### src/design/tna_pkg.sv
package tna_pkg;

  // Default bound on the grid size
  localparam int TnaMaxDim = 1024;

  // Width of the grid size registers
  localparam int SizeW = 11;
  // Width of the APB address
  localparam int AddrW = 4;

  typedef enum logic [1:0] {
    SHAPE_L5  = 2'd0,
    SHAPE_L9  = 2'd1,
    SHAPE_C9  = 2'd2,
    SHAPE_C13 = 2'd3
  } shape_t;

  typedef enum logic [1:0] {
    REG_SHAPE = 2'd0,
    REG_ROWS  = 2'd1,
    REG_COLS  = 2'd2
  } reg_idx_t;

  typedef struct packed {
    logic [9:0] center_row;
    logic [9:0] center_col;
  } in_t;

  typedef struct packed {
    logic [9:0]  nbr_row;
    logic [9:0]  nbr_col;
    logic [19:0] nbr_index;
    logic        coord_error;
    logic        last_nbr;
  } out_t;

  // Offsets packed as {row + 2, col + 2}, one octal digit each
  localparam logic [5:0] TabL5 [13] = '{
    6'o22, 6'o21, 6'o12, 6'o23, 6'o32,
    6'o22, 6'o22, 6'o22, 6'o22, 6'o22, 6'o22, 6'o22, 6'o22
  };
  localparam logic [5:0] TabL9 [13] = '{
    6'o22, 6'o21, 6'o20, 6'o12, 6'o02, 6'o23, 6'o24, 6'o32, 6'o42,
    6'o22, 6'o22, 6'o22, 6'o22
  };
  localparam logic [5:0] TabC13 [13] = '{
    6'o11, 6'o12, 6'o13, 6'o21, 6'o22, 6'o23, 6'o31, 6'o32, 6'o33,
    6'o20, 6'o02, 6'o24, 6'o42
  };

  // Offset pair of step k for the given shape
  function automatic logic [5:0] nbr_offset(shape_t shape, logic [3:0] k);
    logic [5:0] off;
    unique case (shape)
      SHAPE_L5: off = TabL5[k];
      SHAPE_L9: off = TabL9[k];
      default:  off = TabC13[k];
    endcase
    return off;
  endfunction

  // Number of neighbors in the given shape
  function automatic logic [3:0] shape_count(shape_t shape);
    logic [3:0] n;
    unique case (shape)
      SHAPE_L5:  n = 4'd5;
      SHAPE_L9:  n = 4'd9;
      SHAPE_C9:  n = 4'd9;
      default:   n = 4'd13;
    endcase
    return n;
  endfunction

endpackage

### src/design/toroidal_neighborhood_addresser.sv
// The input transfer loads the item register; each step is registered in the
// wrap stage, then in the output register. Throughput: one result per cycle
// unless out_ready stalls; the single address step unit runs 5 (L5), 9 (L9, C9)
// or 13 (C13) steps per item, 1 if out of grid. The next item is taken in the
// cycle the previous item's last step issues. Reset (rst, synchronous): drops
// all pending work, shape_mode = L5, grid_rows and grid_cols = low 11 bits of MAX_DIM.
module toroidal_neighborhood_addresser
  import tna_pkg::*;
#(
  parameter int MAX_DIM = TnaMaxDim
) (
  input  logic             clk,
  input  logic             rst,
  input  logic             in_valid,
  output logic             in_ready,
  input  in_t              in_data,
  output logic             out_valid,
  input  logic             out_ready,
  output out_t             out_data,
  input  logic             psel,
  input  logic             penable,
  input  logic             pwrite,
  input  logic [AddrW-1:0] paddr,
  input  logic [31:0]      pwdata,
  output logic [31:0]      prdata,
  output logic             pready
);

  localparam logic [12:0] MaxDimW = 13'(MAX_DIM);

  shape_t           shape_mode;
  logic [SizeW-1:0] grid_rows;
  logic [SizeW-1:0] grid_cols;
  logic [SizeW-1:0] rows_eff;
  logic [SizeW-1:0] cols_eff;
  reg_idx_t         reg_idx;

  logic             busy;
  in_t              item;
  logic [3:0]       k;
  logic             item_err;
  logic             step_last;
  logic             emit;
  logic [5:0]       off;

  logic             s1_valid;
  logic [SizeW-1:0] s1_row;
  logic [SizeW-1:0] s1_col;
  logic             s1_err;
  logic             s1_last;
  logic             s1_ready;
  logic             o_ready;
  logic [2*SizeW-1:0] prod;

  // Wrap c + (d2 - 2) onto 0..n-1
  function automatic logic [SizeW-1:0] wrap(logic [9:0] c, logic [2:0] d2,
                                             logic [SizeW-1:0] n);
    logic [12:0] t;
    t = 13'(c) + 13'(d2) + {1'b0, n, 1'b0} - 13'd2;
    for (int i = 0; i < 4; i++) begin
      if (t >= {2'b00, n}) begin
        t = t - {2'b00, n};
      end
    end
    return t[SizeW-1:0];
  endfunction

  // Clamp a size register to 1..MAX_DIM
  function automatic logic [SizeW-1:0] eff_size(logic [SizeW-1:0] v);
    logic [SizeW-1:0] e;
    priority if (v == '0) begin
      e = SizeW'(1);
    end else if ({2'b00, v} > MaxDimW) begin
      e = MaxDimW[SizeW-1:0];
    end else begin
      e = v;
    end
    return e;
  endfunction

  assign reg_idx  = reg_idx_t'(paddr[3:2]);
  assign pready   = 1'b1;
  assign rows_eff = eff_size(grid_rows);
  assign cols_eff = eff_size(grid_cols);

  // Configuration register writes
  always_ff @(posedge clk) begin
    if (rst) begin
      shape_mode <= SHAPE_L5;
      grid_rows  <= SizeW'(MAX_DIM);
      grid_cols  <= SizeW'(MAX_DIM);
    end else if (psel && penable && pwrite) begin
      unique case (reg_idx)
        REG_SHAPE: shape_mode <= shape_t'(pwdata[1:0]);
        REG_ROWS:  grid_rows  <= pwdata[SizeW-1:0];
        REG_COLS:  grid_cols  <= pwdata[SizeW-1:0];
        default:   ;
      endcase
    end
  end

  // Register readback
  always_comb begin
    unique case (reg_idx)
      REG_SHAPE: prdata = {30'd0, shape_mode};
      REG_ROWS:  prdata = {{(32-SizeW){1'b0}}, grid_rows};
      REG_COLS:  prdata = {{(32-SizeW){1'b0}}, grid_cols};
      default:   prdata = '0;
    endcase
  end

  // Stall chain from the output register back to the step unit
  assign o_ready   = !out_valid || out_ready;
  assign s1_ready  = !s1_valid || o_ready;
  assign emit      = busy && s1_ready;
  assign item_err  = ({1'b0, item.center_row} >= rows_eff) ||
                     ({1'b0, item.center_col} >= cols_eff);
  assign step_last = item_err || (k == shape_count(shape_mode) - 4'd1);
  assign in_ready  = !busy || (emit && step_last);
  assign off       = nbr_offset(shape_mode, k);

  // Hold the current item and advance through its neighbor list
  always_ff @(posedge clk) begin
    if (rst) begin
      busy <= 1'b0;
      k    <= '0;
    end else if (in_valid && in_ready) begin
      busy <= 1'b1;
      k    <= '0;
    end else if (emit && step_last) begin
      busy <= 1'b0;
    end else if (emit) begin
      k <= k + 4'd1;
    end
  end

  always_ff @(posedge clk) begin
    if (in_valid && in_ready) begin
      item <= in_data;
    end
  end

  // Wrap stage
  always_ff @(posedge clk) begin
    if (rst) begin
      s1_valid <= 1'b0;
    end else if (s1_ready) begin
      s1_valid <= emit;
    end
  end

  always_ff @(posedge clk) begin
    if (emit) begin
      s1_err  <= item_err;
      s1_last <= step_last;
      if (item_err) begin
        s1_row <= '0;
        s1_col <= '0;
      end else begin
        s1_row <= wrap(item.center_row, off[5:3], rows_eff);
        s1_col <= wrap(item.center_col, off[2:0], cols_eff);
      end
    end
  end

  // Linear index and output register
  assign prod = s1_row * cols_eff;

  always_ff @(posedge clk) begin
    if (rst) begin
      out_valid <= 1'b0;
    end else if (o_ready) begin
      out_valid <= s1_valid;
    end
  end

  always_ff @(posedge clk) begin
    if (o_ready && s1_valid) begin
      out_data.nbr_row     <= s1_row[9:0];
      out_data.nbr_col     <= s1_col[9:0];
      out_data.nbr_index   <= prod[19:0] + 20'(s1_col);
      out_data.coord_error <= s1_err;
      out_data.last_nbr    <= s1_last;
    end
  end

endmodule

### config.mk
export PLATFORM = sky130hd
export DESIGN_NAME = toroidal_neighborhood_addresser
export DESIGN_NICKNAME = d
export VERILOG_FILES = /design/src/design/tna_pkg.sv /design/src/design/toroidal_neighborhood_addresser.sv
export SDC_FILE = /design/constraint.sdc
export NUM_CORES = 1
export LEC_CHECK = 0
export ABC_AREA = 1
export BUFFER_PORTS_ARGS = -buffer_cell sky130_fd_sc_hd__buf_2
export CAP_MARGIN = 40
export CORE_MARGIN = 8
export CORE_UTILIZATION = 50
export DETAILED_ROUTE_END_ITERATION = 10
export GPL_TIMING_DRIVEN = 1
export PLACE_DENSITY = 0.69
export SLEW_MARGIN = 20
export SYNTH_ARGS = -nofsm -noshare
export SYNTH_HDL_FRONTEND = slang
export SYNTH_SLANG_ARGS = --single-unit
### constraint.sdc
create_clock -name clk -period 21.1 [get_ports clk]
set_clock_uncertainty 0.2 [all_clocks]
set_input_delay 4.22 -clock clk [delete_from_list [all_inputs] [get_ports clk]]
set_output_delay 4.22 -clock clk [all_outputs]
set_load 0.02 [all_outputs]
## Yosys cells after proc, flatten, opt, wreduce, memory -nomap -nowiden

Memories as Yosys holds them, arrays and structs flattened.
Cells that the tools add are included.

| storage, ports and cells | value |
|---|---|
| register bits | 117 |
| memory bits (read-only) | 288 |
| input port bits | 63 |
| output and inout bits | 77 |
| word-level logic and storage cells | 119 |
| memories | 3 |

Memory list:

| name | depth | bits a word | rd ports | clocked after Yosys merged registers in | wr ports | line | RTL |
|---|---|---|---|---|---|---|---|
| (name not given) | 16 | 6 | 1 | 0 | 0 | tna_pkg.sv:57 | `default: off = TabC13[k];` |
| (name not given) | 16 | 6 | 1 | 0 | 0 | tna_pkg.sv:56 | `SHAPE_L9: off = TabL9[k];` |
| (name not given) | 16 | 6 | 1 | 0 | 0 | tna_pkg.sv:55 | `SHAPE_L5: off = TabL5[k];` |

| operators by class | value |
|---|---|
| add/sub/neg operators | 17 |
| multipliers | 1 |
| magnitude comparators | 13 |
| equal/unequal tests | 5 |
| multiplexer cells | 35 |
| bitwise logic cells | 2 |
| reductions and logical operators | 25 |

Operator list:

| cell | number |
|---|---|
| 13-bit 2-to-1 mux | 18 |
| 13-bit by 11-bit greater-or-equal comparator with 1-bit output | 8 |
| 13-bit by 11-bit subtractor with 13-bit output | 6 |
| 11-bit 2-to-1 mux | 6 |
| 6-bit 2-to-1 mux | 6 |
| 11-bit one-hot mux with 3 select lines | 1 |
| 11-bit by 12-bit adder with 13-bit output | 2 |
| 13-bit by 2-bit subtractor with 13-bit output (second input constant) | 2 |
| 10-bit by 3-bit adder with 11-bit output | 2 |
| 10-bit by 11-bit greater-or-equal comparator with 1-bit output | 2 |
| 11-bit > comparator (second input constant) | 2 |
| 11-bit logical NOT | 2 |
| 11-bit subtractor | 2 |
| 20-bit by 11-bit adder with 20-bit output | 1 |
| 11-bit by 11-bit multiplier with 20-bit output | 1 |
| 6-bit one-hot mux with 2 select lines | 1 |
| 4-bit one-hot mux with 2 select lines | 1 |
| 2-bit AND reduction | 4 |
| 1-bit logical AND | 6 |
| 5-bit greater-or-equal comparator (second input constant) | 1 |
| 1-bit logical OR | 5 |
| 4-bit NOT with 5-bit output | 1 |
| 4-bit by 1-bit adder with 4-bit output (second input constant) | 1 |
| 2-bit by 1-bit == test with 1-bit output (second input constant) | 2 |
| 9 further kinds | 15 |

## Depth between registers and ports, before layout

| depth | value |
|---|---|
| depth in word-level cells | 22 |
| gate-level depth with buffers | 79 |
| gate-level depth less buffers | 75 |

## Worst setup path before layout

No wires, ideal clock.

| path | value |
|---|---|
| path type | reg-to-reg |
| start point | register grid_cols[1] |
| end point | register s1_col[10] (data pin) |
| arrival time | 10586 ps |
| required time | 20645 ps |
| slack | 10060 ps |
| cell stages (with the launch flop) | 74 |
| path buffers | 4 |
| period minus slack after synthesis | 11040 ps |
| cell sequence | dfxtp_1 inv_1 nand2_1 nor4_1 nand3_1 nand2_1 clkinv_1 nor2_1 clkbuf_1 inv_1 ha_1 fa_1 inv_1 ha_1 fa_1 a21o_1 nand3_1 nand3_1 [38 not listed] nor2_8 nand3_4 buf_6 nand2_1 nand2_1 ha_1 fa_1 nor2_1 a211oi_1 o211ai_1 a21oi_1 o21ai_0 nand2_1 nand2_1 a21oi_1 xor2_1 a21oi_1 nor2_1 |

| on the way | value |
|---|---|
| word-level cells in the longest chain between the ends | 19 |
| elaborated cells between the ends (all ways) | 26 |
| those cells by class | add/sub: 6; order compare: 6; mux: 12; reduce/logical: 2 |

Ends and longest elaborated chain:

| what | line | RTL |
|---|---|---|
| from (decl) | toroidal_neighborhood_addresser.sv:33 | `logic [SizeW-1:0] grid_cols;` |
| from (signal assigned) | toroidal_neighborhood_addresser.sv:91 | `grid_cols <= SizeW'(MAX_DIM);` |
| from (signal assigned) | toroidal_neighborhood_addresser.sv:96 | `REG_COLS: grid_cols <= pwdata[SizeW-1:0];` |
| 11-bit > comparator | toroidal_neighborhood_addresser.sv:73 | `end else if ({2'b00, v} > MaxDimW) begin` |
| 11-bit 2-to-1 mux | toroidal_neighborhood_addresser.sv:73 |  |
| 11-bit 2-to-1 mux (*) | toroidal_neighborhood_addresser.sv:71 | `priority if (v == '0) begin` |
| 11-bit by 12-bit adder with 13-bit output | toroidal_neighborhood_addresser.sv:59 | `t = 13'(c) + 13'(d2) + {1'b0, n, 1'b0} - 13'd2;` |
| 13-bit by 2-bit subtractor with 13-bit output | toroidal_neighborhood_addresser.sv:59 |  |
| 13-bit by 11-bit subtractor with 13-bit output or 13-bit by 11-bit greater-or-equal comparator with 1-bit output (tied branches) | toroidal_neighborhood_addresser.sv:62, toroidal_neighborhood_addresser.sv:61 |  |
| 13-bit 2-to-1 mux | toroidal_neighborhood_addresser.sv:61 | `if (t >= {2'b00, n}) begin` |
| 13-bit 2-to-1 mux | toroidal_neighborhood_addresser.sv:156 | `if (item_err) begin` |
| [3 not listed] | - |  |
| 13-bit 2-to-1 mux | toroidal_neighborhood_addresser.sv:156 |  |
| 13-bit 2-to-1 mux | toroidal_neighborhood_addresser.sv:153 | `if (emit) begin` |
| 13-bit by 11-bit subtractor with 13-bit output or 13-bit by 11-bit greater-or-equal comparator with 1-bit output (tied branches) | toroidal_neighborhood_addresser.sv:62, toroidal_neighborhood_addresser.sv:61 |  |
| 13-bit 2-to-1 mux | toroidal_neighborhood_addresser.sv:61 |  |
| 13-bit 2-to-1 mux | toroidal_neighborhood_addresser.sv:156 |  |
| 13-bit 2-to-1 mux | toroidal_neighborhood_addresser.sv:153 |  |
| 11-bit subtractor or 13-bit by 11-bit greater-or-equal comparator with 1-bit output (tied branches) | toroidal_neighborhood_addresser.sv:62, toroidal_neighborhood_addresser.sv:61 |  |
| 11-bit 2-to-1 mux | toroidal_neighborhood_addresser.sv:61 |  |
| to (signal assigned) | toroidal_neighborhood_addresser.sv:161 | `s1_col <= wrap(item.center_col, off[2:0], cols_eff);` |
| to (decl) | toroidal_neighborhood_addresser.sv:48 | `logic [SizeW-1:0] s1_col;` |

Mark *: on every way between the ends. The rest lies on a longest branch, timed or not. The select of a mux whose other input is x is not followed.
A chain may end at the register's enable or synchronous reset.

## Worst setup path after layout

| path | value |
|---|---|
| start point | register grid_cols[8] |
| end point | register s1_col[1] (data pin) |

The elaborated chain is that of the path after synthesis.

==> out/metrics.yaml <==
cpPeakStageDelay_ns: 0.59
async_flop_share: 0
cp_data_arrival_time_ns: 13.30
ant_nets: 0
cts_resized: 0
grt_antenna_before_repair: 2
io_pins: 140
rsz0062_at_grt: "false"
cts_tree: "built"
slowest_stage: "nor2_1"
grt_overflow_total: 0
ys_types: 59
yosysWarnings: 0
post-route-min-period_ns: 13.23
slew_violations: 0
cp_max_fo: 17
drt_iter0_drc: 982
startpoint: "grid_cols[8]$_SDFFE_PP0P_"
clk_latency_ns: 0.44
chipHeight_um: 197
avgSynthCellArea_um2: 7.60
numCtsBuffers: 17
period_share: 0.627
fin_nets: 2638
setup_tns_ns: 0
core_area_um2: 32400
cpMostUsedCell: "nand2_1"
num_vias: 14100
cts_setup_buffers: 0
end_kind: "flip-flop"
synth_edf_count: 86
status: "complete, no violations"
cp.required_ns: 21.17
start_util: 0.505
ys.flop_type: "edfxtp_1"
place_congestion: 0.936
ys_seq_elements: 117
fp.dieArea_um2: 38700
grt_pass1_wl_um: 68500
setup_violations: 0
core.rowCount: 66
grt_usage: 0.220
fmax_mhz: 75.6
dpl.hpwl_um: 34400
synth_seq_area_share: 0.196
cts_root_buffer: "clkbuf_16"
postCtsHoldBufs: 0
die_w_um: 197
routed_wl_um: 42300
io_buffers: 94
numClockSinks: 117
slew_headroom: 0.465
tightest_slew_ns: 0.800
wl_per_cell_um: 15.7
htreeDepth: 4
hold_viol: 0
drc: 0
min_from: "s1_err$_DFFE_PP_"
post_drt_via_cell_ratio: 5.22
grt_pass1_vias: 13900
syn_area_um2: 16300
critPathLaunchType: "flip-flop"
maxCapViolCount: 0
timing.rr.start: "grid_cols[8]$_SDFFE_PP0P_"
drive_above_1_share: 0.0900
syn2layout_area_growth_pct: 8.98
dr.pass1.iters: 5
synthesis.instances: 2151
clockBufferDepth: 2
hold_class: "flip-flop to flip-flop"
rrSetupSlack_ns: 7.87
path_clk_slew_ns: 0.06
critical_path_class: "flip-flop to flip-flop"
grt_max_degree: 43
nFillCells: 3099
-- cell usage after synthesis, types with 11 or more instances --
master	count	area [µm²]
o21ai_0	106	531
buf_4	22	165
inv_1	413	1550
inv_2	11	41.3
dfxtp_1	31	621
a21o_1	14	105
xnor2_1	31	272
a21oi_1	137	686
o21ai_1	14	70.1
edfxtp_1	86	2580
nor2_1	168	631
ha_1	229	2870
nand3_1	72	360
nand2_2	12	75.1
o22ai_1	11	68.8
fa_1	104	2080
nor3_1	15	75.1
nand4_1	27	169
nand2_1	418	1570
xor2_1	73	639
a31oi_1	19	119
clkbuf_1	22	82.6
-- critical path: cells and delay by family (launching register included) --
kind | cells | cell delay [ns]
AOI/OAI and AO/OA | 18 | 3.38
buffers and inverters | 14 | 1.94
and+or+nand+nor | 32 | 4.50
DFF | 1 | 0.29
adders and majority gates | 7 | 2.43
xor gates and xnor gates | 1 | 0.30
-- final timing paths --
path,to,cells after the start
worst min-delay path,out_data[1]$_DFFE_PP_,0
worst max register to register,s1_col[1]$_SDFFCE_PP0P_,72
worst min register to register,out_data[1]$_DFFE_PP_,0
worst max-delay path,s1_col[1]$_SDFFCE_PP0P_,72
-- sequential cells by signal, summed over array words and instances, names as in the netlist --
register and count:
shape_mode 2, s1_err 1, s1_row 11, s1_valid 1, s1_col 11, out_data 42, grid_rows 11, grid_cols 11
out_valid 1, busy 1, k 4, item 20, s1_last 1
-- cells in the final DEF (no fill, tap or decap), types with 5 or more instances in the layout --
master / count
or2_2: 6
nand3_2: 6
a21boi_0: 5
ha_1: 229
inv_2: 11
dfxtp_1: 31
buf_4: 9
fa_1: 104
buf_2: 94
o21ai_0: 106
o21a_1: 5
clkbuf_16: 17
nand2_4: 5
nor4_1: 5
xor2_1: 73
a31oi_1: 19
nor3_1: 15
nor2_1: 168
conb_1: 22
edfxtp_1: 86
o21ai_2: 7
xnor2_1: 31
a21o_1: 14
o211ai_1: 8
inv_1: 413
nand2_2: 12
a21oi_1: 136
nand3_1: 72
o21ai_1: 14
o21bai_1: 7
o22ai_1: 11
nand4_1: 27
clkinv_1: 6
nand2_1: 418
-- final cells by class --
class / count / area, µm² / area share
Tap cell: 442 / 553 / 0.0310
Timing Repair Buffer: 106 / 583 / 0.0327
Clock inverter: 12 / 129 / 0.00723
Inverter: 430 / 1620 / 0.0909
Antenna cell: 1 / 2.50 / 0.000140
Sequential cell: 117 / 3200 / 0.180
Clock buffer: 20 / 437 / 0.0245
Multi-Input combinational cell: 1570 / 11300 / 0.634
-- cells by family (layout without fill, tap and decap cells) --
| family | count (synthesis) | after routing | share of synthesized area |
|---|---|---|---|
| AOI/OAI and AO/OA | 356 | 356 | 0.124 |
| xor gates and xnor gates | 104 | 104 | 0.0557 |
| adders and majority gates | 333 | 333 | 0.303 |
| buffers and inverters | 484 | 568 | 0.119 |
| DFF | 117 | 117 | 0.196 |
| other | 2 | 23 | 0.000459 |
| and+or+nand+nor | 755 | 755 | 0.203 |
-- stage by stage --
step / instances / hold slack [ns] / setup slack (ns) / util / cell area, µm²
floorplan: 2171 / 0.200 / 10.06 / - / 16400
global placement: 2661 / 0.210 / 8.28 / 0.531 / 17200
detailed placement: 2663 / 0.226 / 8.09 / 0.532 / 17200
CTS: 2695 / 0.241 / 8.03 / 0.550 / 17800
global route: 2698 / 0.251 / 6.58 / 0.550 / 17800
finish: 2698 / 0.241 / 7.87 / 0.550 / 17800
-- layer usage --
layer | track usage | part of all wire | wire length [µm]
met3 | 0.0317 | 0.051 | 2140
met1 | 0.271 | 0.44 | 18600
met4 | 0.0922 | 0.035 | 1480
met5 | 0 | 0.00038 | 16
met2 | 0.379 | 0.47 | 20000
Power is left out: the tool's default activity adds up to more than one toggle a clock period on the data nets, which glitch-free logic cannot reach.
